--- config.mk ---
export PLATFORM = sky130hd
export DESIGN_NAME = pgad_div
export DESIGN_NICKNAME = d
export VERILOG_FILES = /design/src/rtl/core/pgad_pkg.sv /design/src/rtl/core/pgad_div.sv
export SDC_FILE = /design/constraint.sdc
export NUM_CORES = 1
export LEC_CHECK = 0
export BUFFER_PORTS_ARGS = -buffer_cell sky130_fd_sc_hd__buf_2
export CORE_UTILIZATION = 25
export DETAILED_ROUTE_END_ITERATION = 16
export PLACE_DENSITY = 0.44
export SYNTH_ARGS = -nofsm -noshare
export SYNTH_HDL_FRONTEND = slang
export SYNTH_SLANG_ARGS = --single-unit
--- constraint.sdc ---
create_clock -name clk -period 0.99 [get_ports clk]
set_input_delay 0.099 -clock clk [delete_from_list [all_inputs] [get_ports clk]]
set_output_delay 0.099 -clock clk [all_outputs]
set_load 0.01 [all_outputs]
--- src/rtl/core/pgad_pkg.sv ---
// ----------------------------------------------------------------------------
// pgad_pkg
// Shared types, register codes and palette tables of the gray area downscaler.
// ----------------------------------------------------------------------------
package pgad_pkg;

	typedef struct packed {
		logic [7:0] palette_index;
		logic       frame_start;
	} pix_t;

	typedef struct packed {
		logic [7:0] gray_value;
		logic [7:0] out_col;
		logic [7:0] out_row;
		logic       frame_done;
	} res_t;

	typedef struct packed {
		logic [7:0] out_width;
		logic [7:0] out_height;
		logic [7:0] crop_left;
		logic [7:0] crop_top;
		logic [7:0] crop_width;
		logic [7:0] crop_height;
	} cfg_t;

	// placement of one output pixel inside the crop window
	typedef struct packed {
		logic [7:0] col;
		logic [7:0] row;
		logic       done;
	} tag_t;

	localparam logic [2:0] REG_OUT_WIDTH   = 3'd0;
	localparam logic [2:0] REG_OUT_HEIGHT  = 3'd1;
	localparam logic [2:0] REG_CROP_LEFT   = 3'd2;
	localparam logic [2:0] REG_CROP_TOP    = 3'd3;
	localparam logic [2:0] REG_CROP_WIDTH  = 3'd4;
	localparam logic [2:0] REG_CROP_HEIGHT = 3'd5;

	localparam cfg_t CFG_RESET = '{
		out_width:   8'd84,
		out_height:  8'd110,
		crop_left:   8'd0,
		crop_top:    8'd0,
		crop_width:  8'd84,
		crop_height: 8'd84
	};

	typedef logic [23:0] rgb_lut_t [128];
	typedef logic [7:0]  gray_lut_t [128];

	localparam rgb_lut_t PAL_RGB = '{
		24'h000000,24'h4a4a4a,24'h6f6f6f,24'h8e8e8e,24'haaaaaa,24'hc0c0c0,24'hd6d6d6,24'hececec,
		24'h484800,24'h69690f,24'h86861d,24'ha2a22a,24'hbbbb35,24'hd2d240,24'he8e84a,24'hfcfc54,
		24'h7c2c00,24'h904811,24'ha26221,24'hb47a30,24'hc3903d,24'hd2a44a,24'hdfb755,24'hecc860,
		24'h901c00,24'ha33915,24'hb55328,24'hc66c3a,24'hd5824a,24'he39759,24'hf0aa67,24'hfcbc74,
		24'h940000,24'ha71a1a,24'hb83232,24'hc84848,24'hd65c5c,24'he46f6f,24'hf08080,24'hfc9090,
		24'h840064,24'h97197a,24'ha8308f,24'hb846a2,24'hc659b3,24'hd46cc3,24'he07cd2,24'hec8ce0,
		24'h500084,24'h68199a,24'h7d30ad,24'h9246c0,24'ha459d0,24'hb56ce0,24'hc57cee,24'hd48cfc,
		24'h140090,24'h331aa3,24'h4e32b5,24'h6848c6,24'h7f5cd5,24'h956fe3,24'ha980f0,24'hbc90fc,
		24'h000094,24'h181aa7,24'h2d32b8,24'h4248c8,24'h545cd6,24'h656fe4,24'h7580f0,24'h8490fc,
		24'h001c88,24'h183b9d,24'h2d57b0,24'h4272c2,24'h548ad2,24'h65a0e1,24'h75b5ef,24'h84c8fc,
		24'h003064,24'h185080,24'h2d6d98,24'h4288b0,24'h54a0c5,24'h65b7d9,24'h75cceb,24'h84e0fc,
		24'h004030,24'h18624e,24'h2d8169,24'h429e82,24'h54b899,24'h65d1ae,24'h75e7c2,24'h84fcd4,
		24'h004400,24'h1a661a,24'h328432,24'h48a048,24'h5cba5c,24'h6fd26f,24'h80e880,24'h90fc90,
		24'h143c00,24'h355f18,24'h527e2d,24'h6e9c42,24'h87b754,24'h9ed065,24'hb4e775,24'hc8fc84,
		24'h303800,24'h505916,24'h6d762b,24'h88923e,24'ha0ab4f,24'hb7c25f,24'hccd86e,24'he0ec7c,
		24'h482c00,24'h694d14,24'h866a26,24'ha28638,24'hbb9f47,24'hd2b656,24'he8cc63,24'hfce070
	};

	function automatic gray_lut_t build_gray_lut();
		gray_lut_t   lut;
		int unsigned r;
		int unsigned g;
		int unsigned b;
		for (int k = 0; k < 128; k++) begin
			r = int'(PAL_RGB[k][23:16]);
			g = int'(PAL_RGB[k][15:8]);
			b = int'(PAL_RGB[k][7:0]);
			lut[k] = 8'((21 * r + 72 * g + 7 * b) / 100);
		end
		return lut;
	endfunction

	localparam gray_lut_t GRAY_LUT = build_gray_lut();

endpackage

--- src/rtl/core/pgad_div.sv ---
// ----------------------------------------------------------------------------
// pgad_div
// Division of a finished sum by the frame area through a reciprocal multiply.
// ----------------------------------------------------------------------------
module pgad_div #(
	parameter int IN_WIDTH  = 160,
	parameter int IN_HEIGHT = 210,
	localparam int ACC_W = $clog2(IN_WIDTH * IN_HEIGHT * 255 + 1)
) (
	input  logic                 clk,
	input  logic                 arst_n,
	input  logic                 en,
	input  logic                 v_s4,
	input  logic [ACC_W-1:0]     sum_s4,
	input  pgad_pkg::tag_t       tag_s4,
	output logic                 v_s5,
	output logic [7:0]           gray_s5,
	output pgad_pkg::tag_t       tag_s5
);
	import pgad_pkg::*;

	localparam int AREA  = IN_WIDTH * IN_HEIGHT;
	localparam int DW    = $clog2(AREA);
	localparam int SH    = ACC_W + DW;
	localparam int MW    = ACC_W + 1;
	localparam longint unsigned RECIP = ((64'd1 << SH) + 64'(AREA) - 64'd1) / 64'(AREA);
	localparam logic [MW-1:0] MUL = MW'(RECIP);

	logic [ACC_W+MW-1:0] prod_s5;

	assign gray_s5 = prod_s5[SH +: 8];

	always_ff @(posedge clk or negedge arst_n) begin
		if (!arst_n) begin
			v_s5 <= 1'b0;
		end else if (en) begin
			v_s5 <= v_s4;
		end
	end

	always_ff @(posedge clk) begin
		if (en) begin
			prod_s5 <= (ACC_W + MW)'(sum_s4) * (ACC_W + MW)'(MUL);
			tag_s5  <= tag_s4;
		end
	end

endmodule
# Word level (Yosys, flattened, before mapping)
# Index checks and enable logic that the tools add are counted.
[word_totals]
word_cells = 6
reg_bits = 66
in_bits = 45
out_inout_bits = 26
[classes]
multipliers = 1
[op_table]
columns = ["op", "n"]
rows = [
  ["multiplier 24 x 25 -> 48 bit (second input constant)", 1],
]

# Depth between registers and ports, before layout
[logic_depth]
word_depth = 1
mapped_depth = 23

# Least setup slack after synthesis
# No wires, ideal clock.
[synth_timing]
kind = "input-to-reg"
start = "input port sum_s4[3]"
end = "register prod_s5[46], data pin"
required_ps = 732
stages = 20
arrival_time_ps = 5465
n_path_buf = 0
slack_ps = -4732
path_cell_list = "fa_1 -> inv_1 -> fa_1 -> inv_1 -> fa_1 -> fa_1 -> fa_1 -> fa_1 -> inv_1 -> fa_1 -> inv_1 -> ha_1 -> a21oi_2 -> o21ai_2 -> a2111oi_4 -> o21ai_2 -> o41ai_2 -> nand2b_2 -> a21oi_2 -> xnor2_1"
[synth_via]
elab_chain_len = 1
[synth_lines]
columns = ["item", "line", "rtl"]
rows = [
  ["from (decl)", "pgad_div.sv:14", "input logic [ACC_W-1:0] sum_s4,"],
  ["multiplier 24 x 25 -> 48 bit", "pgad_div.sv:43", "prod_s5 <= (ACC_W + MW)'(sum_s4) * (ACC_W + MW)'(MUL);"],
  ["to (signal assigned)", "pgad_div.sv:43", ""],
  ["to (decl)", "pgad_div.sv:29", "logic [ACC_W+MW-1:0] prod_s5;"],
]
# Every way passes these cells.
# A chain may end at the register's enable or synchronous reset.

# Final worst setup path
[layout_timing]
start = "input port sum_s4[5]"
end = "register prod_s5[41], data pin"
# Same word-level chain as after synthesis.

==> impl_metrics.py <==
metrics = {
    "run_status": {
        "status": "finished, violations left",
        "violations": "negative setup slack",
    },
    "die": {
        "start_util_pct": 25.4,
        "fp.dieArea_um2": 43700,
        "core_area_um2": 42100,
        "ioPinCount": 71,
        "die_h_um": 209,
        "die_w_um": 209,
        "fp-row-count": 75,
    },
    "detailed_routing": {
        "route.detailed.drc": 0,
        "drtPass1Iterations": 4,
        "antenna_left": 0,
        "drt-initial-drc-count": 172,
        "vias": 7547,
        "wl_mm": 29.3,
        "wire_per_inst_um": 15.8,
        "viasPerCell": 4.07,
    },
    "worst_setup_path": {
        "critPathArrivalTime_ns": 5.58,
        "cp_top_family": "adder cells",
        "cp_common_cell": "fa_1",
        "worstSetupStartpoint": "sum_s4[5]",
        "r2r-start": "v_s5",
        "cp_max_fo": 4,
        "max_stage_delay_ns": 0.58,
        "start_kind": "primary input",
        "crit_required_ns": 1.00,
        "path_cells": "buf_6 > fa_1 > inv_2 > fa_1 > inv_1 > fa_1 > fa_1 > fa_1 > fa_1 > fa_1 > ha_4 > nand2_2 > o211ai_4 > a221o_1 > a21o_1 > a2111oi_4 > o21ai_1 > a31oi_1 > xnor2_1",
        "cp.buffers_inverters": 3,
        "critPathSlowestCell": "fa_1",
        "end_kind": "register",
        "crit_type": "in -> reg",
    },
    "synthesis": {
        "async_flop_share_pct": 3.85,
        "yosys_register_bits": 26,
        "synth-compound-area-share_pct": 5.39,
        "syn_inst": 1033,
        "synth_edf_count": 25,
        "yosys-top-cells-area": "fa_1, ha_1, inv_1, edfxtp_1, a21oi_1",
        "synth_top_family_by_area": "adder cells",
        "synth_simple_gate_area_share_pct": 3.56,
        "synth_mux_area_share_pct": 0.199,
        "synth.distinct_cells": 52,
        "synth_warnings": 0,
        "synth-xor-area-share_pct": 1.39,
        "syn-cell-area_um2": 10700,
        "dominantRegCellSynth": "edfxtp_1",
        "ys_seq_area_share_pct": 7.24,
        "syn_area_per_cell_um2": 10.4,
        "synth_top_area_share_pct": 40.5,
        "synth_nets": 1539,
        "synthAdderAreaFrac_pct": 69.0,
        "yosys.area.top_type": "fa_1",
    },
    "timing": {
        "grt_setup_unrepaired": "yes",
        "fin_ws_ns": -4.58,
        "period_needed_ns": 5.57,
        "clock_skew_ns": 0,
        "fmax_mhz": 180,
        "worst_pin_slew_ns": 0.359,
        "timing.final.crit_share_pct": 562,
        "slew_violations": 0,
        "relSlewSlack_pct": 76.1,
        "timing.hold.ws_ns": 0.0111,
        "hold_viol_final": 0,
        "setup_violations": 8,
    },
    "global_routing": {
        "grt_pass1_vias": 8476,
        "grt_use_met3_pct": 0.992,
        "antenna_found_initial": 0,
        "met1_usage_pct": 19.0,
        "grt_max_degree": 16,
        "grt_pass1_wl_mm": 46.9,
        "track_usage_pct": 14.0,
        "top_usage_layer": "met2",
        "overflow": 0,
        "grtUsageMet2_pct": 24.7,
    },
    "clock_tree": {
        "numCtsBuffers": 3,
        "clk_pin_slew_ns": 0.07,
        "cts.root.buffer_cell": "clkbuf_16",
        "cts_tree": "yes",
        "clk_latency_ns": 0.26,
        "htreeDepth": 1,
        "cts_buffer_depth": 2,
        "clock_sinks": 26,
    },
    "layout": {
        "design_area_um2": 14100,
        "antenna-diode-count": 0,
        "ff_latch_area_um2": 776,
        "post-route-util_pct": 33.4,
        "area_delta_synth_final_pct": 31.5,
        "nFillCells": 4313,
        "nets": 1824,
        "drive_gt1_share_pct": 29.6,
        "multi_input_comb_area_um2": 9090,
    },
    "worst_hold_path": {
        "min_from": "tag_s4[0]",
        "hold_class": "in -> reg",
    },
    "placed_design": {
        "place_ws_ns": -5.08,
        "dpl_cell_area_um2": 13500,
        "dpl.hpwl_mm": 27.8,
        "place_congestion": 0.859,
        "numPortBuffers": 70,
    },
    "run": {
        "max_cap_viol_count": 0,
    },
}
cell type report:
class                   count  area share, %
multi-input cells         631           64.5
repair buffers            282           14.5
clock buffers               3          0.533
flip-flops and latches     26           5.50
clock inverters             1          0.213
well taps                 539           4.79
inverters                 374           10.0
layer usage:
layer / up-vias / wire length, µm
met1: 3752 / 14000
li1: 3716 / -
met5: - / 0
met3: 20 / 542
met4: 0 / 413
met2: 59 / 14300
cells by family after synthesis:
family | Yosys count
fa+ha+maj | 461
buf+inv | 376
compound gates | 79
simple gates | 72
flops | 26
xor+xnor | 17
mux | 2
flip-flops by register name (all words and copies together) (netlist names):
signal   flops
prod_s5      8
tag_s5      17
v_s5         1
repair_timing:
item	CTS	global route
hold endpoints to repair	1	0
hold buffers	1	0
resized for setup	45	46
setup buffers	2	2
pin swaps	32	37
endpoints found under the setup margin	8	8
cell usage after synthesis, types with 4 or more instances:
| library cell | n |
|---|---|
| or2_2 | 4 |
| inv_1 | 374 |
| nand4_1 | 5 |
| a21oi_1 | 24 |
| nand2_1 | 17 |
| nor2b_1 | 4 |
| ha_1 | 244 |
| nor2_1 | 15 |
| fa_1 | 217 |
| xnor2_1 | 11 |
| o21ai_0 | 11 |
| nand3_1 | 6 |
| xor2_1 | 6 |
| and3_1 | 5 |
| edfxtp_1 | 25 |
| a21o_1 | 11 |
cells in the final DEF (no fill, tap or decap), types with 3 or more instances in the layout:
cell       Yosys  routed
a211oi_2       1       4
or3_1          3       3
fa_1         217     203
a21o_1        11      11
a21oi_2        3       9
and3_1         5       5
nand2_1       17      12
xnor2_1       11      11
inv_1        374     361
nor2_1        15      11
clkbuf_16      0       3
inv_2          0      12
o21ai_1        3       5
fa_2           0      14
a2111oi_4      1       4
clkbuf_4       0       3
ha_1         244     223
buf_6          0       9
buf_2          1      59
nor2b_1        4       4
nand3_2        0       3
o21ai_0       11       8
xor2_1         6       6
nand2_2        0       4
a21oi_4        0       4
nor2_2         0       3
nand3_1        6       3
o21ai_2        2       3
nand4_1        5       5
buf_4          0     207
a21oi_1       24      14
edfxtp_1      25      25
ha_4           0      20
or2_2          4       4
buf_12         0       3
final timing paths:
| kind | end | cells past startpoint | slack, ns |
|---|---|---|---|
| setup / recovery | prod_s5[41] | 19 | -4.58 |
| min in group asynchronous | v_s5 | 2 | 0.14 |
| setup reg to reg | v_s5 | 1 | 0.23 |
| max in group asynchronous | v_s5 | 2 | 0.76 |
| hold / removal | tag_s5[0] | 1 | 0.01 |
| hold reg to reg | v_s5 | 1 | 0.53 |
stage by stage:
step                setup TNS (ns)  instances
floorplan                   -35.15       1033
global placement            -39.61       1848
detailed placement          -39.86       1848
CTS                         -35.97       1855
global route                -37.27       1856
finish                      -35.79       1856
Power is left out: the tool's default activity adds up to more than one toggle a clock period on the data nets, which glitch-free logic cannot reach.
