[src/rtl/core/pgad_pkg.sv]
// ----------------------------------------------------------------------------
// pgad_pkg
// Shared types, register codes and palette tables of the gray area downscaler.
// ----------------------------------------------------------------------------
package pgad_pkg;

	typedef struct packed {
		logic [7:0] palette_index;
		logic       frame_start;
	} pix_t;

	typedef struct packed {
		logic [7:0] gray_value;
		logic [7:0] out_col;
		logic [7:0] out_row;
		logic       frame_done;
	} res_t;

	typedef struct packed {
		logic [7:0] out_width;
		logic [7:0] out_height;
		logic [7:0] crop_left;
		logic [7:0] crop_top;
		logic [7:0] crop_width;
		logic [7:0] crop_height;
	} cfg_t;

	// placement of one output pixel inside the crop window
	typedef struct packed {
		logic [7:0] col;
		logic [7:0] row;
		logic       done;
	} tag_t;

	localparam logic [2:0] REG_OUT_WIDTH   = 3'd0;
	localparam logic [2:0] REG_OUT_HEIGHT  = 3'd1;
	localparam logic [2:0] REG_CROP_LEFT   = 3'd2;
	localparam logic [2:0] REG_CROP_TOP    = 3'd3;
	localparam logic [2:0] REG_CROP_WIDTH  = 3'd4;
	localparam logic [2:0] REG_CROP_HEIGHT = 3'd5;

	localparam cfg_t CFG_RESET = '{
		out_width:   8'd84,
		out_height:  8'd110,
		crop_left:   8'd0,
		crop_top:    8'd0,
		crop_width:  8'd84,
		crop_height: 8'd84
	};

	typedef logic [23:0] rgb_lut_t [128];
	typedef logic [7:0]  gray_lut_t [128];

	localparam rgb_lut_t PAL_RGB = '{
		24'h000000,24'h4a4a4a,24'h6f6f6f,24'h8e8e8e,24'haaaaaa,24'hc0c0c0,24'hd6d6d6,24'hececec,
		24'h484800,24'h69690f,24'h86861d,24'ha2a22a,24'hbbbb35,24'hd2d240,24'he8e84a,24'hfcfc54,
		24'h7c2c00,24'h904811,24'ha26221,24'hb47a30,24'hc3903d,24'hd2a44a,24'hdfb755,24'hecc860,
		24'h901c00,24'ha33915,24'hb55328,24'hc66c3a,24'hd5824a,24'he39759,24'hf0aa67,24'hfcbc74,
		24'h940000,24'ha71a1a,24'hb83232,24'hc84848,24'hd65c5c,24'he46f6f,24'hf08080,24'hfc9090,
		24'h840064,24'h97197a,24'ha8308f,24'hb846a2,24'hc659b3,24'hd46cc3,24'he07cd2,24'hec8ce0,
		24'h500084,24'h68199a,24'h7d30ad,24'h9246c0,24'ha459d0,24'hb56ce0,24'hc57cee,24'hd48cfc,
		24'h140090,24'h331aa3,24'h4e32b5,24'h6848c6,24'h7f5cd5,24'h956fe3,24'ha980f0,24'hbc90fc,
		24'h000094,24'h181aa7,24'h2d32b8,24'h4248c8,24'h545cd6,24'h656fe4,24'h7580f0,24'h8490fc,
		24'h001c88,24'h183b9d,24'h2d57b0,24'h4272c2,24'h548ad2,24'h65a0e1,24'h75b5ef,24'h84c8fc,
		24'h003064,24'h185080,24'h2d6d98,24'h4288b0,24'h54a0c5,24'h65b7d9,24'h75cceb,24'h84e0fc,
		24'h004030,24'h18624e,24'h2d8169,24'h429e82,24'h54b899,24'h65d1ae,24'h75e7c2,24'h84fcd4,
		24'h004400,24'h1a661a,24'h328432,24'h48a048,24'h5cba5c,24'h6fd26f,24'h80e880,24'h90fc90,
		24'h143c00,24'h355f18,24'h527e2d,24'h6e9c42,24'h87b754,24'h9ed065,24'hb4e775,24'hc8fc84,
		24'h303800,24'h505916,24'h6d762b,24'h88923e,24'ha0ab4f,24'hb7c25f,24'hccd86e,24'he0ec7c,
		24'h482c00,24'h694d14,24'h866a26,24'ha28638,24'hbb9f47,24'hd2b656,24'he8cc63,24'hfce070
	};

	function automatic gray_lut_t build_gray_lut();
		gray_lut_t   lut;
		int unsigned r;
		int unsigned g;
		int unsigned b;
		for (int k = 0; k < 128; k++) begin
			r = int'(PAL_RGB[k][23:16]);
			g = int'(PAL_RGB[k][15:8]);
			b = int'(PAL_RGB[k][7:0]);
			lut[k] = 8'((21 * r + 72 * g + 7 * b) / 100);
		end
		return lut;
	endfunction

	localparam gray_lut_t GRAY_LUT = build_gray_lut();

endpackage

[src/rtl/core/pgad_cfg.sv]
// ----------------------------------------------------------------------------
// pgad_cfg
// APB register file holding resample size and crop window.
// ----------------------------------------------------------------------------
module pgad_cfg (
	input  logic            clk,
	input  logic            arst_n,
	input  logic            psel,
	input  logic            penable,
	input  logic            pwrite,
	input  logic [4:0]      paddr,
	input  logic [31:0]     pwdata,
	output logic [31:0]     prdata,
	output logic            pready,
	output pgad_pkg::cfg_t  cfg
);
	import pgad_pkg::*;

	cfg_t       cfg_q;
	logic       wr_en;
	logic [2:0] idx;

	assign pready = 1'b1;
	assign idx    = paddr[4:2];
	assign wr_en  = psel && penable && pwrite;
	assign cfg    = cfg_q;

	always_ff @(posedge clk or negedge arst_n) begin
		if (!arst_n) begin
			cfg_q <= CFG_RESET;
		end else if (wr_en) begin
			case (idx)
				REG_OUT_WIDTH:   cfg_q.out_width   <= pwdata[7:0];
				REG_OUT_HEIGHT:  cfg_q.out_height  <= pwdata[7:0];
				REG_CROP_LEFT:   cfg_q.crop_left   <= pwdata[7:0];
				REG_CROP_TOP:    cfg_q.crop_top    <= pwdata[7:0];
				REG_CROP_WIDTH:  cfg_q.crop_width  <= pwdata[7:0];
				REG_CROP_HEIGHT: cfg_q.crop_height <= pwdata[7:0];
				default: ;
			endcase
		end
	end

	always_comb begin
		case (idx)
			REG_OUT_WIDTH:   prdata = {24'd0, cfg_q.out_width};
			REG_OUT_HEIGHT:  prdata = {24'd0, cfg_q.out_height};
			REG_CROP_LEFT:   prdata = {24'd0, cfg_q.crop_left};
			REG_CROP_TOP:    prdata = {24'd0, cfg_q.crop_top};
			REG_CROP_WIDTH:  prdata = {24'd0, cfg_q.crop_width};
			REG_CROP_HEIGHT: prdata = {24'd0, cfg_q.crop_height};
			default:         prdata = 32'd0;
		endcase
	end

endmodule

[config.mk]
export PLATFORM = sky130hd
export DESIGN_NAME = pgad_cfg
export DESIGN_NICKNAME = d
export VERILOG_FILES = /design/src/rtl/core/pgad_pkg.sv /design/src/rtl/core/pgad_cfg.sv
export SDC_FILE = /design/constraint.sdc
export NUM_CORES = 1
export LEC_CHECK = 0
export ABC_AREA = 0
export BUFFER_PORTS_ARGS = -buffer_cell sky130_fd_sc_hd__clkbuf_2
export CORE_MARGIN = 8
export CORE_UTILIZATION = 30
export CTS_BUF_LIST = sky130_fd_sc_hd__clkbuf_4 sky130_fd_sc_hd__clkbuf_8
export DETAILED_ROUTE_END_ITERATION = 10
export GPL_ROUTABILITY_DRIVEN = 1
export PLACE_DENSITY_LB_ADDON = 0.15
export SYNTH_ARGS = -nofsm -noshare
export SYNTH_HDL_FRONTEND = slang
export SYNTH_SLANG_ARGS = --single-unit
[constraint.sdc]
create_clock -name clk -period 2.9 [get_ports clk]
set_input_delay 0.725 -clock clk [delete_from_list [all_inputs] [get_ports clk]]
set_output_delay 0.725 -clock clk [all_outputs]
set_load 0.01 [all_outputs]
After elaboration in Yosys (flattened, before gate mapping). Cells that the tools add are included.

Reduce and logical (&&, ||, !) cells: 9. Multiplexer cells: 1. Equality and inequality tests: 5.

Operators by type and width (number): one-hot mux 8 bit (6 select lines) (1); AND reduction 2 bit (6); == test 3 x 2 -> 1 bit, second input constant (2); == test 3 bit, second input constant (2); == test 3 x 1 -> 1 bit, second input constant (1); zero test 3 bit (1); logical AND 1 bit (2).

Output and inout bits: 81. Register bits after elaboration: 48. Input port bits: 42.

Longest topological paths before layout. Gate-level depths: netlist of run 1.

Depth after elaboration: 3. Gate-level depth with buffers: 5. Mapped depth without buffers: 3.

Worst setup path after synthesis of run 1. OpenSTA, ideal clock, no wires.

Path type: input port to output port. Start point: input port paddr[3]. End point: output port prdata[1]. Cell stages on the path: 5. Required time: 2.175 ns. Setup slack: 0.376 ns. Arrival: 1.799 ns. Cell sequence: buf_2 -> buf_2 -> mux2_2 -> a221oi_1 -> a31oi_1.

Word-level cells in the longest chain between the ends: 2. Elaborated cells between the ends (all ways): 7.

RTL lines: start: declaration (RTL line pgad_cfg.sv:11) `input logic [4:0] paddr,`; == test 3 bit, or another cell as far along (RTL line pgad_cfg.sv:45) `case (idx)`; one-hot mux 8 bit (6 select lines) * (RTL line pgad_cfg.sv:45); end: declaration (RTL line pgad_cfg.sv:13) `output logic [31:0] prdata,`.

Every way passes the cells marked *; elsewhere a longest branch is shown, timed or not.

Final worst setup path of run 1.
Start point: input port paddr[3]. End point: output port prdata[5].

The elaborated chain is that of the path after synthesis.

==> results.cfg, run 1 <==
[floorplan]
fp.coreArea_mm2 = 0.008134
rows = 33
top_level_ports = 123
dieArea_mm2 = 0.01152
die_y_um = 107.3
initial_utilization = 0.3075
die_w_um = 107.3

[pwr]
peakVddDrop_mv = 0.2606
finalPower_mw = 1.861
power_density_mw_per_mm2 = 624.6
leakage_nw = 1.443

[detailed_routing]
route.detailed.drc = 0
via_count = 1679
drtIter0Drc = 79
first_pass_iters = 4
vias_per_cell = 4.575
wl_per_cell_um = 18.44
totalWireLength_um = 6768
ant_nets = 0

[synth]
syn_inst = 187
ys_seq_area_frac = 0.4872
synth_area_mm2 = 0.002501
synth-seq-cells = 48
ys_types = 21
post_synth.cell_area_avg_um2 = 13.38
yosys_warnings = 0

[finish]
finalNetCount = 303
fillers = 820
largest_reg_flops = 48
antenna_cells = 0
drive_gt1_frac = 0.6221
area_growth_syn_to_layout_pct = 19.11

[clock_tree]
cts.sinks = 48
cts_resized = 0
cts_tree = built
clk_path_buf_depth = 2
postCtsSetupBuffers = 0
clkTransAtPathRegs_ns = 0.09
root_buffer = clkbuf_8
clock_latency_ns = 0.29
cts_made_buffers = 5
htreeDepth = 2
cts_hold_repair.buffers = 0

[worst_setup_path]
path_delay_family = buffers and inverters
path_cells = clkbuf_2, mux2_2, a221oi_1, a31oi_1, clkbuf_2
cp-start-kind = primary input
cp_data_arrival_time_ns = 1.90
worstSetupPathType = in2out
crit_fanout = 14
crit_required_ns = 2.17
slowest_stage = mux2_2
cp_common_cell = clkbuf_2
worst-path-buf-inv = 2
max_stage_delay_ns = 0.39
critPathCaptureType = output port

[sta]
rsz0062_at_grt = false
max_freq_mhz = 381.0
hold_viol = 0
report.final.slew_viol_count = 0
period_share = 0.9050
hold_ws_ns = 0.5117
setup_viol_count_final = 0
tightest_slew_ns = 0.6309
maxSlewHeadroom = 0.5794
clock_skew_ns = 0
tns_ns = 0
fin_crit_ns = 2.625

[global_routing]
grt_max_degree = 49
grt_pass1_wl_um = 10430
grt_usage = 0.1187
antenna_found_initial = 0
overflow = 0
grt_pass1_vias = 1809

[placed_design]
gp_congestion = 0.6887
port_buffers = 71
post-dp-hpwl_um = 4894

[flow_run]
drv_cap = 0

[outcome]
status = finished clean

[min_path]
hold_path.class = in2async
==> cells in the final DEF, fill, tap and decap left out, types with 2 or more instances in the layout <==
cell       n
a221oi_1   4
a31oi_1    4
buf_4      6
clkbuf_2  71
clkbuf_4   2
clkbuf_8   5
conb_1    25
dfrtp_1   34
dfstp_2   14
mux2_2    56
mux2i_1   12
nand2_1    8
nand2b_1   2
nor2_4     4
nor3_4     2
o221ai_1   4
or3_1      4
==> per-layer routing <==
metal  share of wire  GRT usage  vias to the layer above
li1                -          -                      772
met1            0.44     0.1525                      836
met2            0.47     0.1898                       69
met3           0.087    0.03713                        2
met4          0.0037    0.02714                        0
met5               0          0                        -
==> logic make-up (layout without fill, tap and decap cells) <==
| family | count (synthesis) | count (layout) | synth area share |
|---|---|---|---|
| mux | 68 | 68 | 0.3002 |
| flops | 48 | 48 | 0.4872 |
| buf+inv | 34 | 86 | 0.09305 |
| simple gates | 23 | 23 | 0.07854 |
| compound gates | 12 | 12 | 0.03801 |
| other cells | 2 | 25 | 0.003003 |
==> power breakdown <==
group / internal (mW) / switching (mW)
logic: 0.255 / 0.265
registers: 0.829 / 0.102
clock network: 0.189 / 0.222
==> cells in the mapped netlist <==
library cell	instances	area share
clkbuf_2	2	0.0040
buf_2	4	0.0080
conb_1	2	0.0030
nand2_1	8	0.012
inv_1	1	0.0015
nand2b_1	2	0.0050
nor2b_1	1	0.0025
nand4_4	1	0.0085
buf_4	26	0.078
o221ai_1	4	0.014
nor3_4	2	0.013
a221oi_1	4	0.014
dfrtp_1	34	0.34
dfstp_2	14	0.15
mux2_2	56	0.25
clkbuf_1	1	0.0015
nor2_4	4	0.018
mux2i_1	12	0.048
or3_1	4	0.010
nand4b_4	1	0.0095
a31oi_1	4	0.010
==> area by class of cell <==
class                           instances  area, µm²  share of cell area
Tap cell                              105      131.4             0.04410
Multi-Input combinational cell        128       1136              0.3814
Clock buffer                            7      83.83             0.02814
Clock inverter                          1      5.005            0.001680
Timing Repair Buffer                   77      400.4              0.1344
Sequential cell                        48       1219              0.4091
Inverter                                1      3.754            0.001260
==> metrics by stage <==
step,setup slack (ns),utilization,cells,area (µm²)
2_1_floorplan,0.3759,-,210,2587
6_report,0.2755,0.3663,367,2979
3_3_place_gp,0.2568,0.3553,359,2890
4_1_cts,0.2580,0.3663,367,2979
3_5_place_dp,0.2582,0.3553,359,2890
5_1_grt,0.1732,0.3663,367,2979
==> worst paths after layout <==
check                         start   endpoint  slack, ns  cells past startpoint
min reg2reg                 cfg[25]    cfg[25]       0.54                      1
max reg2reg                 cfg[13]    cfg[13]       2.11                      1
max                        paddr[3]  prdata[5]       0.28                      5
max in group asynchronous    arst_n     cfg[8]       1.95                      2
min                          arst_n     cfg[7]       0.51                      2
min in group clk            cfg[25]    cfg[25]       0.54                      1
(Power assumes the default switching activity.)
==> run 2: changes to the inputs <==
--- a/constraint.sdc
+++ b/constraint.sdc
@@ -3,2 +3,2 @@
 set_output_delay 0.725 -clock clk [all_outputs]
-set_load 0.01 [all_outputs]
+set_load 0.1 [all_outputs]
==> run 2 against run 1 <==
  * Worst hold slack improved by 0.0098 ns
  * Critical path type unchanged
  * Final cell count increased by 1.1%
  * Power is 68% higher
  * Flip-flop and latch count stayed put
  * Register-to-register slack about the same
  * Via count grew 0.77%
  * Sequential share of layout area fell by 2.9 points
  * Clock power increased by 2%
  * Non-clock buffer count increased by 4
  * Largest power group is now combinational cells
  * Global-route usage grew 0.15 points
  * Setup slack worse by 0.10 ns
  * Routed wire length up 1.3%
==> results.cfg, run 2 (synthesis results as in run 1) <==
[detailed_routing]
route.detailed.drc = 0
first_pass_iters = 3
ant_nets = 0
vias_per_cell = 4.561
via_count = 1692
totalWireLength_um = 6855
wl_per_cell_um = 18.48
drtIter0Drc = 67

[global_routing]
use_met2 = 0.1937
grt_pass1_vias = 1820
grt_usage = 0.1203
grt_max_degree = 49
busiest_layer = met2
grt_pass1_wl_um = 10600
met3_usage = 0.03353
overflow = 0
grt.met1_usage = 0.1504
antenna_found_initial = 0

[sta]
rsz0062_at_grt = false
period_share = 0.9411
setup_viol_count_final = 0
clock_skew_ns = 0
hold_viol = 0
tightest_slew_ns = 0.6313
max_freq_mhz = 366.4
maxSlewHeadroom = 0.5791
report.final.slew_viol_count = 0
tns_ns = 0
fin_crit_ns = 2.729

[floorplan]
die_y_um = 107.3
rows = 33
top_level_ports = 123
initial_utilization = 0.3075
dieArea_mm2 = 0.01152
fp.coreArea_mm2 = 0.008134
die_w_um = 107.3

[placed_design]
dp.cells = 363
gp_congestion = 0.7043
post-dp-hpwl_um = 5027
port_buffers = 71
placed_area_mm2 = 0.003117

[pwr]
power_density_mw_per_mm2 = 973.6
finalPower_mw = 3.124
leakage_nw = 1.510
peakVddDrop_mv = 0.4385

[finish]
final_cell_mix = 63 x clkbuf_2, 56 x mux2_2, 34 x dfrtp_1
stdcell_area_mm2 = 0.003209
area_growth_syn_to_layout_pct = 28.31
fin_cells = 371
fillers = 799
finalNetCount = 307
multi_input_area_mm2 = 0.001200
largest_reg_flops = 48
seq_area_mm2 = 0.001219
antenna_cells = 0
drive_gt1_frac = 0.6504
mostFrequentLayoutCell = clkbuf_2

[worst_setup_path]
crit_required_ns = 2.17
critPathCaptureType = output port
r2r_start = cfg[45]
worstSetupPathType = in2out
cp-start-kind = primary input
cp-startpoint = paddr[3]
rr_worst_depth = 1
cp_data_arrival_time_ns = 2.00
crit_fanout = 11

[clock_tree]
cts_made_buffers = 5
postCtsSetupBuffers = 0
cts_hold_repair.buffers = 0
htreeDepth = 2
root_buffer = clkbuf_8
cts_tree = built
cts_resized = 0
clk_path_buf_depth = 2
clock_latency_ns = 0.30
clkTransAtPathRegs_ns = 0.09
cts.sinks = 48

[flow_run]
drv_cap = 0

[min_path]
hold_path.class = in2async

[outcome]
status = finished clean
[run 2: path summary, 6_finish.rpt]
path | to | slack, ns
max in group asynchronous | cfg[9] | 1.95
worst max register to register | cfg[45] | 2.11
worst min-delay path | cfg[24] | 0.52
worst min register to register | cfg[23] | 0.54
min in group clk | cfg[23] | 0.54
worst max-delay path | prdata[1] | 0.17
[run 2: critical path, cell delays in order]
cell and delay, ns:
clkbuf_2 0.26, mux2_2 0.37, a221oi_1 0.39, a31oi_4 0.07, buf_12 0.18
[run 2: routing by layer]
metal  part of all wire  vias to the layer above
met3              0.069                        7
met5                  0                        -
met4              0.014                        0
li1                   -                      779
met2               0.47                       54
met1               0.45                      852
[run 2: through the flow]
stage	setup slack [ns]	utilization	hold WS, ns
after floorplan	-0.6181	-	0.4294
after CTS	0.1534	0.3946	0.5403
final	0.1709	0.3946	0.5215
after global placement	0.1708	0.3832	0.5127
after detailed placement	0.1573	0.3832	0.5228
after global routing	0.09512	0.3946	0.5590
[run 2: area by class of cell]
class,instances,area share
tap,105,0.04094
sequential,48,0.3797
clock buffer,6,0.02573
inverter,1,0.001170
clock inverter,2,0.003119
timing repair buffer,81,0.1754
multi-input combinational,128,0.3739
[run 2: report_power, final]
group          internal [mW]  switching (mW)
Combinational          0.320            1.45
Sequential             0.829           0.107
Clock                  0.191           0.227
Total                   1.34            1.78
